[config.mk]
export PLATFORM = sky130hd
export DESIGN_NAME = obar_front
export DESIGN_NICKNAME = d
export VERILOG_FILES = /design/src/hdl/obar_pkg.sv /design/src/hdl/obar_front.sv
export SDC_FILE = /design/constraint.sdc
export NUM_CORES = 1
export LEC_CHECK = 0
export BUFFER_PORTS_ARGS = -buffer_cell sky130_fd_sc_hd__clkbuf_2
export CAP_MARGIN = 20
export CELL_PAD_IN_SITES_DETAIL_PLACEMENT = 1
export CELL_PAD_IN_SITES_GLOBAL_PLACEMENT = 2
export CORE_MARGIN = 2
export CORE_UTILIZATION = 35
export DETAILED_ROUTE_END_ITERATION = 10
export GPL_TIMING_DRIVEN = 0
export PLACE_DENSITY_LB_ADDON = 0.25
export SLEW_MARGIN = 20
export SYNTH_ARGS = -nofsm -noshare
export SYNTH_HDL_FRONTEND = slang
export SYNTH_SLANG_ARGS = --single-unit
[constraint.sdc]
create_clock -name i_clk -period 9.7 [get_ports i_clk]
set_input_delay 0.97 -clock i_clk [delete_from_list [all_inputs] [get_ports i_clk]]
set_output_delay 0.97 -clock i_clk [all_outputs]
set_load 0.02 [all_outputs]
[src/hdl/obar_pkg.sv]
// ----------------------------------------------------------------------------
// obar_pkg
// Shared types and constants for the OHLCV bar aggregator.
// ----------------------------------------------------------------------------
`default_nettype none

package obar_pkg;

    localparam int NUM_SYMBOLS = 32;
    localparam int SLOT_W      = $clog2(NUM_SYMBOLS);
    localparam int CNT_W       = SLOT_W + 1;
    localparam int PRICE_W     = 32;
    localparam int TIME_W      = 32;
    localparam int VOL_IN_W    = 32;
    localparam int VOL_W       = 48;

    localparam logic [TIME_W-1:0] LEN_MIN1 = 32'd60;
    localparam logic [TIME_W-1:0] LEN_MIN5 = 32'd300;
    localparam logic [TIME_W-1:0] LEN_DAY  = 32'd86400;

    // floor(2^32 / length) for the reciprocal divide
    localparam logic [31:0] RECIP_MIN1 = 32'((64'd1 << 32) / 64'd60);
    localparam logic [31:0] RECIP_MIN5 = 32'((64'd1 << 32) / 64'd300);
    localparam logic [31:0] RECIP_DAY  = 32'((64'd1 << 32) / 64'd86400);

    localparam logic [1:0] PERIOD_MIN1 = 2'd0;
    localparam logic [1:0] PERIOD_MIN5 = 2'd1;
    localparam logic [1:0] PERIOD_DAY  = 2'd2;
    localparam logic [1:0] PERIOD_RAW  = 2'd3;

    localparam logic OP_TICK = 1'b0;
    localparam logic OP_SNAP = 1'b1;

    localparam logic [1:0] KIND_LIVE = 2'd0;
    localparam logic [1:0] KIND_DONE = 2'd1;
    localparam logic [1:0] KIND_NONE = 2'd2;

    localparam logic CFG_PERIOD  = 1'b0;
    localparam logic CFG_SYMBOLS = 1'b1;

    typedef struct packed {
        logic [1:0]       period;
        logic [CNT_W-1:0] tracked;
    } t_cfg;

    typedef struct packed {
        logic                op;
        logic [4:0]          symbol;
        logic [TIME_W-1:0]   tick_time;
        logic [PRICE_W-1:0]  price;
        logic [VOL_IN_W-1:0] volume;
    } t_item;

    typedef struct packed {
        logic [1:0]         kind;
        logic [4:0]         symbol;
        logic [TIME_W-1:0]  bar_time;
        logic [PRICE_W-1:0] open;
        logic [PRICE_W-1:0] high;
        logic [PRICE_W-1:0] low;
        logic [PRICE_W-1:0] close;
        logic [VOL_W-1:0]   volume;
        logic               last;
    } t_result;

    typedef enum logic [2:0] {
        S_IDLE,
        S_T_MUL,
        S_T_ALIGN,
        S_T_UPD,
        S_S_MIN,
        S_S_CHECK,
        S_S_WALK,
        S_S_END
    } t_state;

endpackage

`default_nettype wire

[src/hdl/obar_front.sv]
// ----------------------------------------------------------------------------
// obar_front
// Input acceptance, classification and a two-entry queue to the engine.
// ----------------------------------------------------------------------------
`default_nettype none

module obar_front import obar_pkg::*; (
    input  wire logic  i_clk,
    input  wire logic  i_rst_n,
    input  wire t_cfg  i_cfg,
    input  wire logic  i_valid,
    output logic       o_ready,
    input  wire t_item i_item,
    output logic       o_q_valid,
    output t_item      o_q_item,
    input  wire logic  i_q_pop
);

    t_item      r_mem [2];
    logic       r_wr_ptr;
    logic       r_rd_ptr;
    logic [1:0] r_count;
    logic       accept;
    logic       drop;
    logic       push;

    assign o_ready   = (r_count != 2'd2);
    assign accept    = i_valid && o_ready;
    // ticks for slots beyond the tracked count change nothing
    assign drop      = (i_item.op == OP_TICK) && ({1'b0, i_item.symbol} >= i_cfg.tracked);
    assign push      = accept && !drop;
    assign o_q_valid = (r_count != 2'd0);
    assign o_q_item  = r_mem[r_rd_ptr];

    always_ff @(posedge i_clk) begin
        if (push) begin
            r_mem[r_wr_ptr] <= i_item;
        end
    end

    always_ff @(posedge i_clk) begin
        if (!i_rst_n) begin
            r_wr_ptr <= 1'b0;
            r_rd_ptr <= 1'b0;
            r_count  <= 2'd0;
        end else begin
            if (push) begin
                r_wr_ptr <= !r_wr_ptr;
            end
            if (i_q_pop) begin
                r_rd_ptr <= !r_rd_ptr;
            end
            r_count <= r_count + 2'(push) - 2'(i_q_pop);
        end
    end

endmodule

`default_nettype wire

======== Yosys cells after proc, flatten, opt, wreduce, memory -nomap -nowiden ========
Memory sizes are Yosys's and may differ from the RTL's. A register that Yosys moved wholly into a read port is not among the register bits.
Cells that the tools add are included.
cells by class
  add/sub/neg operators ................... 2
  $mul .................................... 0
  divide/modulo/power cells ............... 0
  $lt $le $gt $ge ......................... 1
  equality and inequality tests ........... 1
  shift operators ......................... 0
  muxes and demuxes ....................... 4
  bitwise operators ....................... 1
  reductions and logical operators ........ 7
operators with widths
  kind                count
  $ge 5x6->1          1
  $mux 1              4
  $logic_and 1x1->1   3
  $logic_not 1->1     3
  $add 2x1->2         1
  $ne 2x2->1 const B  1
  $reduce_bool 2->1   1
  $sub 2x1->2         1
  $not 1->1           1
word-level totals
  flip-flop bits (word level) ............. 4
  bits in latches ......................... 0
  bits in writable memories ............... 204
  memory bits (read-only) ................. 0
  input bits .............................. 114
  output and inout port bits .............. 104
  logic and storage cells ................. 20
  memories ................................ 1
memories
  name   depth  width  rd ports  clocked after memory_dff  write ports  RTL line          RTL
  r_mem  2      102    1         1                         1            obar_front.sv:19  t_item r_mem [2];

======== Longest topological paths before layout ========
Gate-level depths: netlist (run 1).
  depth in word-level cells ............... 6
  depth in mapped cells ................... 12
  gate-level depth less buffers ........... 12

======== Worst setup path before layout (run 1) ========
No wires, ideal clock.
  kind .................................... input -> register
  start point ............................. input port i_cfg[4] (netlist name)
  end point ............................... memory r_mem[1][0] (netlist name), enable pin
  library setup time ...................... 597 ps
  arrival time ............................ 6790 ps
  required time ........................... 9103 ps
  setup slack ............................. 2313 ps
  stages on the path ...................... 6
  buffers on the path ..................... 0
  path through ............................ inv_1 > ha_1 > and2_4 > a221oi_4 > o21ai_2 > a21oi_1
on the way
  longest elaborated chain between the ends .. 6
RTL lines
  what                          RTL line          RTL
  start, declared               obar_front.sv:10  input wire t_cfg i_cfg,
  $ge 5x6->1                    obar_front.sv:30  assign drop = (i_item.op == OP_TICK) && ({1'b0, i_item.symbol} >= i_cfg.tracked);
  $logic_and 1x1->1             obar_front.sv:30
  $logic_not 1->1               obar_front.sv:31  assign push = accept && !drop;
  $logic_and 1x1->1             obar_front.sv:31
  $mux 1                        obar_front.sv:36  if (push) begin
  $mux 1 (not written as such)  obar_front.sv:37  r_mem[r_wr_ptr] <= i_item;
  end, declared                 obar_front.sv:19
Every way passes these cells.

======== Worst setup path in the final report (run 1) ========
  start point ............................. input port i_cfg[4] (netlist name)
  end point ............................... memory r_mem[0][52] (netlist name), enable pin
The elaborated chain is that of the path after synthesis.

==> run_results.csv, run 1 <==
group,metric,value,unit
critical_path,critPathMaxFanout,14,
die,num_rows,54,
drt,vias_per_cell,4.623,
critical_path,crit_start,"i_cfg[4]",
placed_design,portBuffers,215,
sta,fin_crit_sh,0.3458,
power,powerDensity,245.4,mW/mm2
sta,slew_viol_final,0,
die,core-area,0.02182,mm2
layout,fin_util,0.4618,
cts,path_clk_slew,0.06,ns
critical_path,cp_cell_sequence,"clkbuf_2 > inv_1 > ha_1 > and2_4 > a221oi_4 > o21ai_2 > a211oi_4 > buf_8 > buf_6 > buf_6 > buf_6",
power,power.internal,1.798,mW
drt,vias,4207,
placed_design,place_congestion,0.7146,
status,outcome,"complete, no violations",
flow_run,maxCapViolCount,0,
power,power.switching,0.6748,mW
power,power_frac_clock,0.303,
critical_path,crit_required,9.89,ns
critical_path,critPathArrivalTime,3.55,ns
global_routing,antenna_found_initial,0,
drt,routed_wl,16830,um
critical_path,slowest_delay,0.60,ns
synthesis,ys_warn_count,0,
sta,setup_viol,0,
power,p_seq_frac,0.483,
worst_hold_path,hold_start,"r_rd_ptr",
die,fp.dieArea,0.02346,mm2
layout,finalInstanceArea,0.01008,mm2
layout,drive_gt1_frac,0.5921,
cts,htreeDepth,1,
global_routing,grt_max_degree,23,
global_routing,grt.total_usage,0.1425,
cts,cts_buffer_depth,3,
sta,fmax,298.2,MHz
synthesis,synth_area,0.007787,mm2
power,power_frac_comb,0.214,
critical_path,cpMostUsedCell,"buf_6",
critical_path,r2r_start,"r_count[0]",
drt,ant_nets,0,
drt,wl_per_cell,18.49,um
die,die_h,153.2,um
global_routing,grt_pass1_wl,26430,um
critical_path,cp_slowest_cell,"a211oi_4",
critical_path,end_kind,"flip-flop",
sta,grt_setup_unrepaired,"no",
sta,hold_ws,0.5906,ns
sta,fin_crit,3.354,ns
sta,tightest_slew,0.6674,ns
layout,diodes,0,
cts,cts_root_buf,"clkbuf_16",
worst_hold_path,hold_path_class,"flip-flop to flip-flop",
synthesis,ys_types,27,
cts,cts_made_buffers,23,
die,die_x,153.2,um
die,ios,218,
cts,clkSinkCount,209,
power,p_sw_frac,0.2729,
die,start_util,0.3568,
drt,drt_iter0_markers,198,
sta,hold_violations,0,
drt,drtPass1Iterations,4,
critical_path,critPathKind,"primary input to flip-flop",
critical_path,cp-start-kind,"primary input",
placed_design,post-dp-hpwl,12310,um
cts,tritoncts,"built",
synthesis,synth.net_count,487,
cts,clock_latency,0.49,ns
synthesis,synthCells,366,
synthesis,ys_seq_elements,209,
layout,area_growth,29.42,%
sta,skew,0.004378,ns
cts,cts_setup_buffers,0,
cts,holdBufCountCts,0,
power,p_leak,3.839,nW
synthesis,ys_seq_area_frac,0.7995,
global_routing,grt.overflow.total,0,
placed_design,placed_area,0.009452,mm2
synthesis,avgSynthCellArea,21.28,um2
drt,drc,0,
cts,cts-resized-gates,0,
layout,nets,740,
sta,max_slew_margin,0.5541,
power,ir_drop,0.1462,mV
global_routing,grt_pass1_vias,4775,
state kept, by name, indices dropped and copies added (netlist names), named ones only:
name,count
r_count,2
r_mem,204
r_rd_ptr,1
r_wr_ptr,1
critical path, delay by kind of cell:
family / cells / cell delay [ns]
adders and majority gates: 1 / 0.34
AOI/OAI and AO/OA: 3 / 1.07
and+or+nand+nor: 1 / 0.17
buffers and inverters: 6 / 0.97
cells by family after synthesis:
group           count (synthesis)  share of synthesized area
compound gates                  8                    0.01093
simple gates                   20                    0.01494
mux                           102                     0.1475
fa+ha+maj                       7                    0.01125
buf+inv                        17                    0.01253
flops                         209                     0.7995
xor+xnor                        3                   0.003375
layer usage:
layer,up-vias,track usage,part of all wire
li1,1947,-,-
met4,0,0.03748,0.018
met3,27,0.04253,0.084
met2,149,0.2477,0.49
met1,2084,0.1734,0.41
met5,-,0,0
worst paths after layout:
kind	cells after the start	slack, ns	endpoint
worst max register to register	7	7.29	r_mem[0][52]
worst min-delay path	2	0.59	r_rd_ptr
worst min register to register	2	0.59	r_rd_ptr
worst max-delay path	11	6.35	r_mem[0][52]
placed cells by master (no fill, tap or decap), drive strengths merged:
| cell type | n |
|---|---|
| clkbuf | 245 |
| edfxtp | 204 |
| mux2 | 102 |
| buf | 24 |
| ha | 7 |
| inv | 6 |
| and2 | 6 |
| clkinv | 6 |
| dfxtp | 5 |
| nand2 | 4 |
| nand2b | 2 |
| nand3 | 2 |
| xnor2 | 2 |
| a21oi | 2 |
| a221oi | 1 |
| o21ai | 1 |
| nor2 | 1 |
| a21o | 1 |
| a211oi | 1 |
| or2 | 1 |
| xor2 | 1 |
| nor2b | 1 |
| o2111ai | 1 |
| nand4b | 1 |
| o221a | 1 |
| nor3 | 1 |
| or3b | 1 |
cell usage after synthesis:
library cell / instances / share of area
and2_4: 1 / 0.0011
a211oi_2: 1 / 0.0016
nor3_1: 1 / 0.00064
buf_4: 8 / 0.0077
or3b_1: 1 / 0.0011
inv_1: 6 / 0.0029
edfxtp_1: 204 / 0.79
ha_1: 7 / 0.011
nand2_1: 4 / 0.0019
buf_2: 3 / 0.0019
nor2_1: 1 / 0.00048
a21oi_1: 2 / 0.0013
o221a_2: 1 / 0.0014
o21ai_2: 1 / 0.0011
a221oi_4: 1 / 0.0034
nor2b_1: 1 / 0.00080
xnor2_1: 2 / 0.0022
nand4b_1: 1 / 0.0011
xor2_1: 1 / 0.0011
mux2_2: 102 / 0.15
a21o_1: 1 / 0.00096
or2_2: 1 / 0.00080
nand2b_1: 2 / 0.0016
nand3_1: 2 / 0.0013
o2111ai_1: 1 / 0.0011
dfxtp_1: 5 / 0.013
and2_1: 5 / 0.0040
through the flow:
| step | total power [mW] | setup TNS, ns | setup slack (ns) | std cells |
|---|---|---|---|---|
| 2_1_floorplan | 1.543 | 0 | 2.313 | 366 |
| 3_3_place_gp | 1.729 | -74.79 | -0.7384 | 861 |
| 3_5_place_dp | 1.755 | 0 | 5.777 | 874 |
| 4_1_cts | 2.516 | 0 | 6.287 | 910 |
| 5_1_grt | 2.591 | 0 | 6.147 | 910 |
| 6_report | 2.473 | 0 | 6.346 | 910 |
power groups by stage:
stage,clock [mW],sequential (mW),combinational (mW)
CTS,0.777,1.20,0.542
finish,0.750,1.20,0.528
detailed placement,0,1.22,0.539
global route,0.808,1.21,0.573
global placement,0,1.25,0.477
floorplan,0,1.23,0.313
cell type report:
class	count	area, um2
fill	2161	11750
sequential	209	6226
multi-input combinational	140	1483
timing repair buffer	228	1295
clock buffer	30	601.8
tap	280	350.3
buffer	11	75.07
clock inverter	6	25.02
inverter	6	22.52
Power figures use the tool's default switching activity.
==> run 2: changes to the inputs <==
--- a/config.mk
+++ b/config.mk
@@ -5,6 +5,7 @@
 export SDC_FILE = /design/constraint.sdc
 export NUM_CORES = 1
 export LEC_CHECK = 0
+export ABC_AREA = 1
 export BUFFER_PORTS_ARGS = -buffer_cell sky130_fd_sc_hd__clkbuf_2
 export CAP_MARGIN = 20
 export CELL_PAD_IN_SITES_DETAIL_PLACEMENT = 1
==> constraint.sdc (replaced) <==
create_clock -name i_clk -period 3.3 [get_ports i_clk]
set_input_delay 0.33 -clock i_clk [delete_from_list [all_inputs] [get_ports i_clk]]
set_output_delay 0.33 -clock i_clk [all_outputs]
set_load 0.02 [all_outputs]
==> run 2 against run 1 <==
Net effect:
- sequential power increased to 2.7 times the previous value
- area after synthesis increased by 3.6%
- sequential share of layout area decreased by 3.5 points
- design area increased by 6.0%
- first-iteration DRC count decreased by 20%
- global-route usage decreased by 0.48 points
- clock skew increased by 0.0058 ns
- worst hold slack got worse by 0.57 ns
- die area increased by 3.5%
==> run_results.csv, run 2 <==
group,metric,value,unit
status,outcome,"complete, no violations",
critical_path,r2r_start,"r_count[0]",
drt,wl_met2,8253,um
cts,tritoncts,"built",
synthesis,synth_commonest_cells,"edfxtp_1, mux2_4, mux2_2",
drt,vias_per_cell,4.492,
critical_path,critPathMaxFanout,22,
die,num_rows,55,
critical_path,cp-start-kind,"flip-flop",
die,fp.dieArea,0.02428,mm2
flow_run,maxCapViolCount,0,
critical_path,slowest_delay,0.39,ns
die,die_x,155.8,um
die,core-area,0.02264,mm2
synthesis,synth_top_area_cell,"edfxtp_1",
die,ios,218,
power,power.total,6.792,mW
worst_hold_path,hold_start,"i_item[75]",
synthesis,synthTopCellsByArea,"edfxtp_1, mux2_4, mux2_2",
sta,hold_violations,0,
synthesis,avgSynthCellArea,21.40,um2
critical_path,critPathKind,"flip-flop to flip-flop",
cts,path_clk_slew,0.06,ns
drt,wl_per_cell,17.80,um
critical_path,critPathArrivalTime,2.42,ns
sta,skew,0.01022,ns
die,start_util,0.3563,
drt,route.layer.met1.wl,6845,um
cts,holdBufCountCts,28,
cts,htreeDepth,1,
synthesis,yosysTopAreaCellShare,0.7593,
sta,max_slew_margin,0.6199,
critical_path,crit_required,3.50,ns
critical_path,cp_num_buf_inv,4,
layout,drive_gt1_frac,0.5517,
sta,finalSetupTns,0,ns
power,powerDensity,635.5,mW/mm2
synthesis,synth_async_sr_flop_share,0,
sta,grt_setup_unrepaired,"no",
cts,clkSinkCount,209,
synthesis,ys_seq_elements,209,
critical_path,end_kind,"flip-flop",
worst_hold_path,hold_end,"r_mem[1][75]",
synthesis,synth.net_count,498,
cts,clock_latency,0.50,ns
drt,dr_wl_met3,1412,um
synthesis,synth_area,0.008068,mm2
critical_path,cp_slowest_cell,"nor2_4",
drt,vias,4281,
layout,final_cell_mix,"clkbuf_2, edfxtp_1, mux2_4",
layout,final_common_cell,"clkbuf_2",
layout,reg_top3,"r_mem: 204 flops, r_count: 2 flops",
global_routing,grt.total_usage,0.1377,
cts,cts_made_buffers,23,
drt,routed_wl,16960,um
global_routing,grt_pass1_vias,4891,
placed_design,portBuffers,215,
critical_path,critPathTopFamily,"buffers and inverters",
placed_design,post-dp-hpwl,11760,um
cts,cts-resized-gates,0,
critical_path,cp_cell_sequence,"inv_1 > a21boi_0 > nand2_1 > nor2_4 > buf_16 > buf_16 > buf_16",
drt,ant_nets,0,
critical_path,rrSetupSlack,1.08,ns
global_routing,antenna_found_initial,1,
worst_hold_path,holdPathStages,1,
sta,fin_crit_sh,0.6727,
cts,cts_buffer_depth,3,
sta,fmax,450.5,MHz
drt,drc,0,
drt,drt_iter0_markers,159,
layout,nets,774,
worst_hold_path,hold_path_class,"primary input to flip-flop",
critical_path,cpMostUsedCell,"buf_16",
synthesis,synth_most_common_cell,"edfxtp_1",
die,die_h,155.8,um
sta,setup_viol,0,
global_routing,grt.overflow.total,0,
cts,cts_root_buf,"clkbuf_16",
layout,regMostFlops,"r_mem",
critical_path,worstReg2RegEnd,"r_mem[0][86]",
cts,cts_setup_buffers,0,
power,p_leak,4.324,nW
synthesis,ys_warn_count,0,
drt,drtPass1Iterations,4,
layout,largest_reg_flops,204,
placed_design,place_congestion,0.7014,
synthesis,synth_edf_count,204,
power,ir_drop,0.4085,mV
layout,final_cell_count_no_fill,953,
sta,fin_crit,2.220,ns
sta,hold_ws,0.02395,ns
synthesis,ys_seq_area_frac,0.7717,
layout,area_growth,32.48,%
synthesis,synthCells,377,
critical_path,ff2ff_path_depth,7,
global_routing,grt_pass1_wl,25910,um
sta,slew_viol_final,0,
placed_design,dp.cells,885,
drt,highest_layer,"met4",
sta,tightest_slew,0.5690,ns
synthesis,ys_types,16,
global_routing,grt_max_degree,33,
synthesis,synth-main-ff-cell,"edfxtp_1",
[run 2: cell count changes in the layout (fill, tap and decap cells not counted), moves of 3 or more]
cell           delta
inv_1             +9
mux2_4           +80
buf_12            +3
dlygate4sd3_1    +28
mux2_2           -80
nor2_1            +5
and2_1            -5
buf_4             -7
clkbuf_8          +3
nand2_1          +14
[run 2: kinds of logic (layout without fill, tap and decap cells)]
group / Yosys count / in the layout / share of synthesized area
simple gates: 26 / 26 / 0.01225
flops: 209 / 209 / 0.7717
other cells: 0 / 1 / 0
xor+xnor: 1 / 1 / 0.001086
fa+ha+maj: 7 / 7 / 0.01086
buf+inv: 27 / 317 / 0.02078
compound gates: 5 / 5 / 0.003721
mux: 102 / 102 / 0.1796
[run 2: per-stage QoR]
step           instance area, um2  setup slack (ns)    util
5_1_grt                     10690            0.8909  0.4720
2_1_floorplan                8079            0.2436       -
3_5_place_dp                 9709            0.6118  0.4288
3_3_place_gp                 9512           -0.9163  0.4201
4_1_cts                     10690             1.010  0.4720
6_report                    10690             1.080  0.4721
[run 2: metal layers]
layer,up-vias,track usage
met5,-,0
met4,0,0.04063
met3,31,0.04806
met2,162,0.2373
met1,2079,0.1630
li1,2009,-
[run 2: cell type report]
cell class              count  area [um2]
well taps                 285       356.6
repair buffers            251        1554
plain buffers              11       107.6
clock buffers              31       635.6
diodes                      1       2.502
clock inverters             8       60.06
flip-flops and latches    209        6226
multi-input cells         141        1682
fillers                  2191       11950
inverters                  16       63.81
[run 2: how the worst max path moves through the flow]
stage | slack [ns] | startpoint | cells after the start | to
CTS | 1.01 | r_count[0] | 7 | r_mem[0][71]
detailed placement | 0.61 | i_item[96] | 15 | r_mem[0][94]
finish | 1.08 | r_count[0] | 7 | r_mem[0][86]
global route | 0.89 | r_count[0] | 7 | r_mem[0][86]
global placement | -0.92 | i_item[96] | 12 | r_mem[1][58]
floorplan | 0.24 | i_cfg[3] | 9 | r_mem[0][0]
[run 2: report_power, final]
| part | switching (mW) | internal, mW |
|---|---|---|
| logic | 0.636 | 0.505 |
| clock network | 0.963 | 1.41 |
| registers | 0.0627 | 3.21 |
